### src/design/pctc_pkg.sv
package pctc_pkg;

  // Number of entries in the most-recent preset list
  localparam int unsigned PRESET_COUNT = 8;
  localparam int unsigned CursorW = (PRESET_COUNT > 1) ? $clog2(PRESET_COUNT) : 1;

  // Digit limits and time base
  localparam logic [4:0] HourMax   = 5'd23;
  localparam logic [5:0] MinuteMax = 6'd59;
  localparam int unsigned SecPerMin = 60;

  // Mode codes as shown on the result word
  localparam logic [1:0] ModeList  = 2'd0;
  localparam logic [1:0] ModeSetup = 2'd1;
  localparam logic [1:0] ModeRun   = 2'd2;
  localparam logic [1:0] ModeDone  = 2'd3;

  typedef enum logic [3:0] {
    StList  = 4'b0001,
    StSetup = 4'b0010,
    StRun   = 4'b0100,
    StDone  = 4'b1000
  } ui_state_e;

  typedef struct packed {
    logic        back_pressed;
    logic        menu_pressed;
    logic        up_pressed;
    logic        down_pressed;
    logic [31:0] now_seconds;
  } pctc_in_t;

  typedef struct packed {
    logic [1:0]  mode;
    logic [4:0]  hour_digit;
    logic [5:0]  minute_digit;
    logic        editing_minute;
    logic        blink_on;
    logic [2:0]  list_cursor;
    logic [16:0] cursor_preset;
    logic [16:0] remaining;
    logic        vibrate;
    logic        exited;
  } pctc_out_t;

endpackage

### src/design/pctc_in_reg.sv
module pctc_in_reg
  import pctc_pkg::*;
(
  input  logic     clk_i,
  input  logic     rst_ni,
  input  logic     in_valid_i,
  output logic     in_ready_o,
  input  pctc_in_t in_data_i,
  output logic     item_valid_o,
  input  logic     item_take_i,
  output pctc_in_t item_data_o
);

  logic     valid_q, valid_d;
  pctc_in_t data_q;

  // Accept a new word when empty or when the held word moves on this cycle
  assign in_ready_o = !valid_q || item_take_i;

  always_comb begin
    valid_d = valid_q;
    if (in_ready_o) begin
      valid_d = in_valid_i;
    end
  end

  always_ff @(posedge clk_i or negedge rst_ni) begin
    if (!rst_ni) begin
      valid_q <= 1'b0;
    end else begin
      valid_q <= valid_d;
    end
  end

  // Capture payload on acceptance
  always_ff @(posedge clk_i) begin
    if (in_valid_i && in_ready_o) begin
      data_q <= in_data_i;
    end
  end

  assign item_valid_o = valid_q;
  assign item_data_o  = data_q;

endmodule

### src/design/pctc_core.sv
module pctc_core
  import pctc_pkg::*;
(
  input  logic      clk_i,
  input  logic      rst_ni,
  input  logic      step_i,
  input  pctc_in_t  item_i,
  output pctc_out_t result_o
);

  ui_state_e          state_q, state_d;
  logic [4:0]         hour_q, hour_d;
  logic [5:0]         minute_q, minute_d;
  logic               dsel_q, dsel_d;
  logic               blink_q, blink_d;
  logic [CursorW-1:0] cursor_q, cursor_d;
  logic [16:0]        presets_q [PRESET_COUNT];
  logic [16:0]        presets_d [PRESET_COUNT];
  logic [16:0]        dur_q, dur_d;
  logic [31:0]        start_q, start_d;

  logic [10:0] setup_min;
  logic [16:0] setup_secs;
  logic [16:0] run_secs;
  logic        start_run;
  logic        leave;
  logic        skip_rest;
  logic        vib;
  logic [31:0] elapsed_old;
  logic [31:0] elapsed_new;
  logic [16:0] remaining;
  logic [31:0] cursor_ext;
  logic [1:0]  mode_code;

  function automatic logic [4:0] hour_up(input logic [4:0] h);
    return (h >= HourMax) ? 5'd0 : h + 5'd1;
  endfunction

  function automatic logic [4:0] hour_down(input logic [4:0] h);
    return (h == 5'd0) ? HourMax : h - 5'd1;
  endfunction

  function automatic logic [5:0] minute_up(input logic [5:0] m);
    return (m >= MinuteMax) ? 6'd0 : m + 6'd1;
  endfunction

  function automatic logic [5:0] minute_down(input logic [5:0] m);
    return (m == 6'd0) ? MinuteMax : m - 6'd1;
  endfunction

  // Duration from the set digits, (h*60+m)*60
  assign setup_min   = 11'(hour_q) * 11'(SecPerMin) + 11'(minute_q);
  assign setup_secs  = 17'(setup_min) * 17'(SecPerMin);
  assign elapsed_old = item_i.now_seconds - start_q;

  // Next state for one tick
  always_comb begin
    state_d   = state_q;
    hour_d    = hour_q;
    minute_d  = minute_q;
    dsel_d    = dsel_q;
    blink_d   = blink_q;
    cursor_d  = cursor_q;
    dur_d     = dur_q;
    start_d   = start_q;
    presets_d = presets_q;
    start_run = 1'b0;
    run_secs  = presets_q[cursor_q];
    leave     = 1'b0;
    skip_rest = 1'b0;
    vib       = 1'b0;

    unique case (state_q)
      StList: begin
        if (item_i.back_pressed) begin
          state_d = StSetup;
        end else if (item_i.menu_pressed) begin
          start_run = 1'b1;
        end else if (item_i.up_pressed) begin
          cursor_d = (cursor_q == '0) ? CursorW'(PRESET_COUNT - 1) : cursor_q - 1'b1;
        end else if (item_i.down_pressed) begin
          cursor_d = (cursor_q >= CursorW'(PRESET_COUNT - 1)) ? '0 : cursor_q + 1'b1;
        end
      end
      StSetup: begin
        // Back at the minute digit steps left, at the hour digit leaves the app
        if (item_i.back_pressed) begin
          if (dsel_d) begin
            dsel_d = 1'b0;
          end else begin
            leave     = 1'b1;
            skip_rest = 1'b1;
          end
        end
        if (!skip_rest) begin
          if (item_i.menu_pressed) begin
            if (!dsel_d) begin
              dsel_d = 1'b1;
            end else begin
              start_run = 1'b1;
              run_secs  = setup_secs;
            end
          end
          blink_d = !blink_q;
          if (item_i.down_pressed) begin
            blink_d = 1'b1;
            if (!dsel_d) begin
              hour_d = hour_up(hour_d);
            end else begin
              minute_d = minute_up(minute_d);
            end
          end
          if (item_i.up_pressed) begin
            blink_d = 1'b1;
            if (!dsel_d) begin
              hour_d = hour_down(hour_d);
            end else begin
              minute_d = minute_down(minute_d);
            end
          end
        end
      end
      StRun: begin
        if (elapsed_old >= 32'(dur_q)) begin
          state_d = StDone;
        end
      end
      StDone: begin
        vib   = 1'b1;
        leave = 1'b1;
      end
      default: begin
        leave = 1'b1;
      end
    endcase

    // Push the started duration to the front of the recent list
    if (start_run) begin
      for (int i = PRESET_COUNT - 1; i > 0; i--) begin
        presets_d[i] = presets_q[i-1];
      end
      presets_d[0] = run_secs;
      dur_d        = run_secs;
      start_d      = item_i.now_seconds;
      state_d      = StRun;
    end

    // Return to the list with the UI fields reinitialized
    if (leave) begin
      state_d  = StList;
      dsel_d   = 1'b1;
      blink_d  = 1'b1;
      cursor_d = '0;
    end
  end

  // Remaining time from the updated run, saturated at zero
  assign elapsed_new = item_i.now_seconds - start_d;
  assign remaining   = (state_d == StRun && elapsed_new < 32'(dur_d))
                     ? 17'(32'(dur_d) - elapsed_new) : 17'd0;

  always_comb begin
    unique case (state_d)
      StList:  mode_code = ModeList;
      StSetup: mode_code = ModeSetup;
      StRun:   mode_code = ModeRun;
      StDone:  mode_code = ModeDone;
      default: mode_code = ModeList;
    endcase
  end

  assign cursor_ext = 32'(cursor_d);

  // Assemble result word from the post-tick state
  always_comb begin
    result_o.mode           = mode_code;
    result_o.hour_digit     = hour_d;
    result_o.minute_digit   = minute_d;
    result_o.editing_minute = dsel_d;
    result_o.blink_on       = blink_d;
    result_o.list_cursor    = cursor_ext[2:0];
    result_o.cursor_preset  = presets_d[cursor_d];
    result_o.remaining      = remaining;
    result_o.vibrate        = vib;
    result_o.exited         = leave;
  end

  // Advance state once per processed word
  always_ff @(posedge clk_i or negedge rst_ni) begin
    if (!rst_ni) begin
      state_q  <= StList;
      hour_q   <= '0;
      minute_q <= '0;
      dsel_q   <= 1'b1;
      blink_q  <= 1'b1;
      cursor_q <= '0;
      dur_q    <= '0;
      start_q  <= '0;
      for (int i = 0; i < PRESET_COUNT; i++) begin
        presets_q[i] <= '0;
      end
    end else if (step_i) begin
      state_q   <= state_d;
      hour_q    <= hour_d;
      minute_q  <= minute_d;
      dsel_q    <= dsel_d;
      blink_q   <= blink_d;
      cursor_q  <= cursor_d;
      dur_q     <= dur_d;
      start_q   <= start_d;
      presets_q <= presets_d;
    end
  end

endmodule

### src/design/pctc_out_reg.sv
module pctc_out_reg
  import pctc_pkg::*;
(
  input  logic      clk_i,
  input  logic      rst_ni,
  input  logic      load_i,
  output logic      load_ready_o,
  input  pctc_out_t result_i,
  output logic      out_valid_o,
  input  logic      out_ready_i,
  output pctc_out_t out_data_o
);

  logic      valid_q, valid_d;
  pctc_out_t data_q;

  // Free when empty or when the held word leaves this cycle
  assign load_ready_o = !valid_q || out_ready_i;

  always_comb begin
    valid_d = valid_q;
    if (load_ready_o) begin
      valid_d = load_i;
    end
  end

  always_ff @(posedge clk_i or negedge rst_ni) begin
    if (!rst_ni) begin
      valid_q <= 1'b0;
    end else begin
      valid_q <= valid_d;
    end
  end

  always_ff @(posedge clk_i) begin
    if (load_i && load_ready_o) begin
      data_q <= result_i;
    end
  end

  assign out_valid_o = valid_q;
  assign out_data_o  = data_q;

endmodule

### src/design/preset_countdown_timer_controller.sv
// Preset countdown timer controller.
// Input channel (in_valid_i / in_ready_o / in_data_i) takes one word per UI
// tick: four button flags and the current seconds timestamp. Output channel
// (out_valid_o / out_ready_i / out_data_o) returns exactly one result word per
// input word, in order: mode, set digits, blink, list cursor and its preset,
// remaining seconds and the vibrate / exited pulses.
// Path: an accepted word is held in the input register, then its result is
// loaded into the result register. Throughput is one word per cycle while
// out_ready_i is held high; the state update and result are one short pass
// of logic between the input register and the result register.
// Reset: preset list mode, digits zero, minute digit selected, blink visible,
// cursor zero, all recent presets and the running timer cleared. The block
// takes words right after reset.
// Stall: while a result waits for out_ready_i, one more word is held in the
// input register; in_ready_o drops only when both registers are full.
module preset_countdown_timer_controller
  import pctc_pkg::*;
(
  input  logic      clk_i,
  input  logic      rst_ni,
  input  logic      in_valid_i,
  output logic      in_ready_o,
  input  pctc_in_t  in_data_i,
  output logic      out_valid_o,
  input  logic      out_ready_i,
  output pctc_out_t out_data_o
);

  logic      item_valid;
  pctc_in_t  item_data;
  logic      load_ready;
  logic      step;
  pctc_out_t result;

  // Process the held word whenever the result register can take it
  assign step = item_valid && load_ready;

  pctc_in_reg u_in_reg (
    .clk_i        (clk_i),
    .rst_ni       (rst_ni),
    .in_valid_i   (in_valid_i),
    .in_ready_o   (in_ready_o),
    .in_data_i    (in_data_i),
    .item_valid_o (item_valid),
    .item_take_i  (step),
    .item_data_o  (item_data)
  );

  pctc_core u_core (
    .clk_i    (clk_i),
    .rst_ni   (rst_ni),
    .step_i   (step),
    .item_i   (item_data),
    .result_o (result)
  );

  pctc_out_reg u_out_reg (
    .clk_i        (clk_i),
    .rst_ni       (rst_ni),
    .load_i       (item_valid),
    .load_ready_o (load_ready),
    .result_i     (result),
    .out_valid_o  (out_valid_o),
    .out_ready_i  (out_ready_i),
    .out_data_o   (out_data_o)
  );

endmodule

### config.mk
export PLATFORM = sky130hd
export DESIGN_NAME = preset_countdown_timer_controller
export DESIGN_NICKNAME = d
export VERILOG_FILES = /design/src/design/pctc_pkg.sv /design/src/design/pctc_in_reg.sv /design/src/design/pctc_core.sv /design/src/design/pctc_out_reg.sv /design/src/design/preset_countdown_timer_controller.sv
export SDC_FILE = /design/constraint.sdc
export NUM_CORES = 1
export LEC_CHECK = 0
export ABC_AREA = 1
export BUFFER_PORTS_ARGS = -buffer_cell sky130_fd_sc_hd__buf_2
export CAP_MARGIN = 25
export CELL_PAD_IN_SITES_DETAIL_PLACEMENT = 0
export CELL_PAD_IN_SITES_GLOBAL_PLACEMENT = 2
export CORE_AREA = 2 2 262 264
export CTS_CLUSTER_SIZE = 14
export DETAILED_ROUTE_END_ITERATION = 10
export DIE_AREA = 0 0 264 266
export PLACE_DENSITY_LB_ADDON = 0.2
export SLEW_MARGIN = 20
export SYNTH_ARGS = -nofsm -noshare
export SYNTH_HDL_FRONTEND = slang
export SYNTH_SLANG_ARGS = --single-unit
### constraint.sdc
create_clock -name clk_i -period 8.9 [get_ports clk_i]
set_input_delay 0.89 -clock clk_i [delete_from_list [all_inputs] [get_ports clk_i]]
set_output_delay 0.89 -clock clk_i [all_outputs]
set_load 0.01 [all_outputs]
# --- After elaboration in Yosys (flattened, before gate mapping) ---
# Index checks and enable logic that the tools add are counted.
classes:
  n_addsub: 10
  mul: 2
  div: 0
  order_cmp: 7
  n_eq_ne: 7
  shift: 0
  muxes: 71
  bitwise_logic: 2
  n_reduce_logical: 12
ops:
  columns: ["cell", "n"]
  rows:
  - ["$mux W17", 9]
  - ["$mux W136", 1]
  - ["$bmux W17 S3", 2]
  - ["$sub A32 B32 Y32", 2]
  - ["$mux W6", 10]
  - ["$mux W5", 10]
  - ["$ge A32 B17 Y1", 1]
  - ["$lt A32 B17 Y1", 1]
  - ["$mux W32", 1]
  - ["$mux W3", 8]
  - ["$mux W1", 22]
  - ["$sub A17 B17 Y17", 1]
  - ["$mux W4", 4]
  - ["$mul A11 B4 Y15 const B", 1]
  - ["$add A11 B6 Y11", 1]
  - ["$mul A5 B4 Y9 const B", 1]
  - ["$eq A4 B2 Y1 const B", 2]
  - ["$eq A4 B3 Y1 const B", 2]
  - ["$eq A4 B4 Y1 const B", 2]
  - ["$ge A4 B4 Y1 const B", 2]
  - ["$not A3 Y4", 2]
  - ["$pmux W4 S2", 1]
  - ["$add A6 B1 Y6 const B", 1]
  - ["$ge A6 B6 Y1 const B", 1]
  - ["17 further kinds", 23]
word_totals:
  register_bits: 297
  latchBits: 0
  ram_bits: 0
  mem_bits_ro: 0
  input_bits: 40
  out_inout_bits: 56
  wordCells: 144
  n_memories: 0

# --- Longest topological paths before layout ---
depth:
  depth_word: 15
  depth_mapped: 47
  ltp_nobuf: 46

# --- Modules after synthesis ---
# Synthesis repeated with hierarchy kept, for this count alone.
unflattened:
  hier_cells: 3198
  hier_area_um2: 22970.8
modules_own_cells:
  columns: ["module", "instances", "cells_per_inst", "area_per_inst_um2", "seq_area_each_um2"]
  rows:
  - ["pctc_core", 1, 3094, 20170.6, 5133.7]
  - ["pctc_out_reg", 1, 60, 1666.6, 1646.6]
  - ["pctc_in_reg", 1, 42, 1126.1, 1106.1]
  - ["preset_countdown_timer_controller", 1, 2, 7.5, 0.0]

# --- Worst setup path after synthesis ---
# Ideal clock, no wire load.
synth_timing:
  path_type: "reg2reg"
  startpoint: "reg u_core.hour_q[0]"
  endpoint: "reg u_out_reg.data_q (netlist bit u_out_reg.out_data_o[15]) (data pin)"
  setup_ns: 0.256
  t_arrival_ns: 7.033
  required_time_ns: 8.644
  setup_slack_ns: 1.611
  path_stages_with_launch: 45
  path_buffers: 1
  period_less_slack_ns: 7.289
  cell_sequence: "dfrtp_1 -> fa_1 -> xor2_1 -> ha_1 -> inv_1 -> fa_1 -> inv_1 -> ha_1 -> nand2_1 -> nor2_1 -> a211oi_1 -> xor2_1 -> inv_1 -> fa_1 -> inv_1 -> fa_1 -> inv_1 -> ha_1 -> [9 not listed] -> nand2_1 -> inv_1 -> a21oi_1 -> ha_1 -> nand2_1 -> nor2_1 -> nand3_1 -> nand2_1 -> nand2_1 -> a21oi_1 -> nand2_1 -> nand3_1 -> nor2_1 -> nand2_1 -> nor2_2 -> nand3_4 -> buf_12 -> nor2_2"
synth_via:
  elab_chain_len: 10
  elab_cells_between_ends: 11
  cone_classes: "2 x add/sub; 2 x mul; 1 x order compare; 5 x mux; 1 x reduce/logical"
synth_lines:
  columns: ["item", "line_no", "source"]
  rows:
  - ["start, declared", "pctc_core.sv:12", "logic [4:0] hour_q, hour_d;"]
  - ["start signal, assigned", "pctc_core.sv:204", "hour_q <= hour_d;"]
  - ["$mul A5 B4 Y9 (*)", "pctc_core.sv:52", "assign setup_min = 11'(hour_q) * 11'(SecPerMin) + 11'(minute_q);"]
  - ["$add A11 B6 Y11 (*)", "pctc_core.sv:52", null]
  - ["$mul A11 B4 Y15 (*)", "pctc_core.sv:53", "assign setup_secs = 17'(setup_min) * 17'(SecPerMin);"]
  - ["$mux W17 (*)", "pctc_core.sv:97", "if (!dsel_d) begin"]
  - ["$mux W17 (*)", "pctc_core.sv:96", "if (item_i.menu_pressed) begin"]
  - ["$mux W17 (*)", "pctc_core.sv:95", "if (!skip_rest) begin"]
  - ["$mux W17 (*)", "pctc_core.sv:73", "unique case (state_q)"]
  - ["$mux W17 (*)", "pctc_core.sv:138", "if (start_run) begin"]
  - ["$lt A32 B17 Y1", "pctc_core.sv:159", "assign remaining = (state_d == StRun && elapsed_new < 32'(dur_d))"]
  - ["$logic_and A1 B1 Y1", "pctc_core.sv:159", null]
  - ["end signal, assigned", "pctc_out_reg.sv:37", "data_q <= result_i;"]
  - ["end, declared", "pctc_out_reg.sv:15", "pctc_out_t data_q;"]
# Every way passes the cells marked *; elsewhere a longest branch is shown, timed or not.
# A chain may end at the register's enable or synchronous reset.

# --- Worst setup path after layout ---
layout_timing:
  startpoint: "reg u_core.hour_q[2]"
  endpoint: "reg u_out_reg.data_q (netlist bit u_out_reg.out_data_o[6]) (data pin)"
layout_via:
  elab_chain_len: 10
layout_lines:
  columns: ["item", "line_no"]
  rows:
  - ["$mul A5 B4 Y9", "pctc_core.sv:52"]
  - ["$add A11 B6 Y11", "pctc_core.sv:52"]
  - ["$mul A11 B4 Y15", "pctc_core.sv:53"]
  - ["$mux W17", "pctc_core.sv:97"]
  - ["$mux W17", "pctc_core.sv:96"]
  - ["$mux W17", "pctc_core.sv:95"]
  - ["$mux W17", "pctc_core.sv:73"]
  - ["$mux W17", "pctc_core.sv:138"]
  - ["$lt A32 B17 Y1", "pctc_core.sv:159"]
  - ["$logic_and A1 B1 Y1", "pctc_core.sv:159"]
# No other way between the ends.

==> impl_metrics.csv <==
group,metric,value,unit
status,status,"complete, no violations",
grt,grt_max_degree,254,
cts,cts_made_buffers,41,
sta,setup_ws,0.7091,ns
cts,postCtsSetupRepairBufs,0,
floorplanning,die_y,266,microns
critical_path,crit_slowest_cell,"dfrtp_1",
placed_design,dp_hpwl,57510,microns
floorplanning,num_rows,96,
sta,fin_tns_setup,0,ns
placed_design,place_congestion,0.8733,
route,drcViolationCount,0,
cts,cts_buffer_depth,3,
synth,async_flop_share,0.6970,
floorplanning,core-area,67750,sq um
sta,hold_violations,0,
critical_path,end_kind,"register",
sta,slew-limit-headroom,0.2463,
sta,final_max_slew_viol_count,0,
sta,worst_pin_slew,1.131,ns
cts,insertion_delay,0.58,ns
synth,yosys.area.top_type,"dfrtp_1",
grt,grt_pass1_vias,20960,
grt,grt_pass1_wl,122500,microns
route,wirelength,78510,microns
sta,skew,0.03067,ns
synth,yosysWarnings,0,
sta,rsz0062_at_grt,"no",
placed_design,numPortBuffers,95,
critical_path,critPathArrivalTime,8.50,ns
critical_path,cp_max_fo,17,
cts,ctsResizeCount,0,
route,wl_per_cell,18.53,microns
synth,synth.top_cells.by_area,"dfrtp_1 22%, nand2_1 14%, edfxtp_1 12%",
sta,period_minus_slack,8.191,ns
synth,ys_seq_area_frac,0.3383,
synth,syn_area_per_cell,7.107,sq um
job,max_cap_violations,0,
route,drtPass1Iterations,6,
floorplanning,start_util,0.3441,
floorplanning,dieArea,70220,sq um
cts,cts.sinks,297,
sta,setup_viol,0,
cells_and_area,drive_above_1_share,0.08736,
synth,syn-num-nets,3505,
synth,synth_cells,3280,
placed_design,place_ws,0.6955,ns
critical_path,cp_common_cell,"nand2_1",
sta,timing.fmax,0.1221,GHz
route,vias_per_cell,5.070,
cells_and_area,areaGrowthSynthToFinish,11.23,%
cts,clock-root-buffer,"clkbuf_16",
grt,antenna_found_initial,0,
cts,clk_pin_slew_worst_paths,0.06,ns
cells_and_area,fin_area,25930,sq um
synth,synth_area,23310,sq um
critical_path,startpoint_type,"register",
grt,overflow,0,
grt,grt_usage,0.2235,
synth,synth_top_area_share,0.2190,
critical_path,required,9.21,ns
synth,ys_ff_latch,297,
critical_path,slowest_delay,0.56,ns
synth,synth.distinct_cells,59,
hold_path,min_path_type,"input port to asynchronous set/reset pin",
synth,synth_edf_count,90,
route,postRouteAntennaNets,0,
cts,holdBufCountCts,0,
sta,finalCritPeriodShare,0.9203,
cts,cts-htree-levels,2,
cells_and_area,diodes,0,
route,vias,21480,
synth,dominantRegCellSynth,"dfrtp_1",
floorplanning,io_pins,96,
floorplanning,fp.dieW,264,microns
route,drtIter0Drc,1287,
critical_path,worstSetupPathType,"register to register",
cts,cts_tree,"done",
placed_design,place_area,24550,sq um
cells_and_area,fin_nets,3546,
==> area by class of cell <==
cell class,instances,area [sq um]
fillers,7256,41820
well taps,882,1104
clock buffers,54,1095
multi-input cells,2350,12970
flip-flops and latches,297,7888
clock inverters,22,226.5
inverters,511,1924
repair buffers,120,723.2
==> per-layer routing <==
| layer | global-route usage | vias to the layer above | share of wire |
|---|---|---|---|
| met5 | 0 | - | 0 |
| met2 | 0.4033 | 432 | 0.50 |
| met4 | 0.05451 | 0 | 0.022 |
| li1 | - | 10790 | - |
| met3 | 0.02532 | 82 | 0.037 |
| met1 | 0.2841 | 10170 | 0.44 |
==> worst max-delay path: cells and delay by family, from the launching register on <==
kind                     cells  cell delay, ns
buffers and inverters        6            0.41
AND/OR/NAND/NOR             22            2.32
XOR/XNOR                     2            0.57
flip-flops                   1            0.56
AO/OA/AOI/OAI                5            0.64
adder cells (fa/ha/maj)      8            3.41
==> kinds of logic after synthesis <==
logic type	synth area share
buf+inv	0.1056
xor+xnor	0.02587
simple gates	0.2400
compound gates	0.1828
flops	0.3383
fa+ha+maj	0.1074
==> sequential cells by signal (all words and copies together) (netlist names), 3 cells and up <==
name	count
u_core.hour_q	5
u_core.start_q	32
u_core.dur_q	17
u_out_reg.out_data_o	54
u_core.minute_q	6
u_core.cursor_q	3
u_in_reg.item_data_o	36
u_core.presets_q	136
u_core.state_q	4
==> Yosys cell counts, types with 6 or more instances <==
| cell type | instances |
|---|---|
| a21oi_1 | 220 |
| nand3_1 | 150 |
| or2_2 | 9 |
| edfxtp_1 | 90 |
| fa_1 | 25 |
| inv_2 | 16 |
| nand2_1 | 858 |
| nand2_2 | 28 |
| dfrtp_1 | 204 |
| nand3_2 | 7 |
| inv_1 | 493 |
| o22ai_1 | 25 |
| ha_1 | 160 |
| nor3_1 | 19 |
| o211ai_1 | 23 |
| buf_2 | 40 |
| o21a_1 | 6 |
| o21ai_1 | 21 |
| nor2_4 | 11 |
| buf_1 | 14 |
| xnor2_1 | 15 |
| clkbuf_1 | 64 |
| xor2_1 | 52 |
| nor2_2 | 16 |
| nand3b_1 | 11 |
| a31oi_1 | 16 |
| nand4_1 | 21 |
| o21ai_0 | 414 |
| o21bai_1 | 9 |
| o221ai_1 | 14 |
| a211oi_1 | 10 |
| nor2_1 | 164 |
| a21o_1 | 10 |
==> placed cells by master, fill, tap and decap left out, types with 16 or more instances in the layout <==
| cell type | instances |
|---|---|
| nand2_2 | 28 |
| ha_1 | 160 |
| nor2_1 | 164 |
| o22ai_1 | 25 |
| xor2_1 | 52 |
| a21oi_1 | 220 |
| buf_4 | 21 |
| nand2_1 | 858 |
| nor3_1 | 19 |
| o21ai_0 | 414 |
| nand3_1 | 150 |
| o21ai_1 | 21 |
| buf_2 | 94 |
| a31oi_1 | 16 |
| nand4_1 | 21 |
| edfxtp_1 | 90 |
| fa_1 | 25 |
| dfrtp_1 | 203 |
| o211ai_1 | 23 |
| clkbuf_16 | 41 |
| inv_1 | 493 |
==> metrics by stage <==
stage,utilization,instances,hold slack (ns)
3_5_place_dp,0.3623,4157,0.4648
5_1_grt,0.3827,4236,0.4366
2_1_floorplan,-,3280,0.4530
3_3_place_gp,0.3623,4157,0.4597
6_report,0.3827,4236,0.3761
4_1_cts,0.3818,4233,0.4230
==> worst paths after layout <==
path / cells past startpoint / end / slack, ns / startpoint
min in group clk_i: 2 / u_core.presets_q[116]$_DFFE_PN0P_ / 0.48 / u_core.presets_q[133]$_DFFE_PN0P_
max in group asynchronous: 3 / u_core.start_q[4]$_DFFE_PN0P_ / 7.12 / rst_ni
worst max register to register: 43 / u_out_reg.out_data_o[6]$_SDFFCE_PN0P_ / 0.71 / u_core.hour_q[2]$_DFFE_PN0P_
worst min register to register: 2 / u_core.presets_q[116]$_DFFE_PN0P_ / 0.48 / u_core.presets_q[133]$_DFFE_PN0P_
worst min-delay path: 1 / u_core.presets_q[23]$_DFFE_PN0P_ / 0.38 / rst_ni
worst max-delay path: 43 / u_out_reg.out_data_o[6]$_SDFFCE_PN0P_ / 0.71 / u_core.hour_q[2]$_DFFE_PN0P_
Power is not shown: default switching activity piles up to over one toggle a cycle in this logic, so the estimate is an artifact.
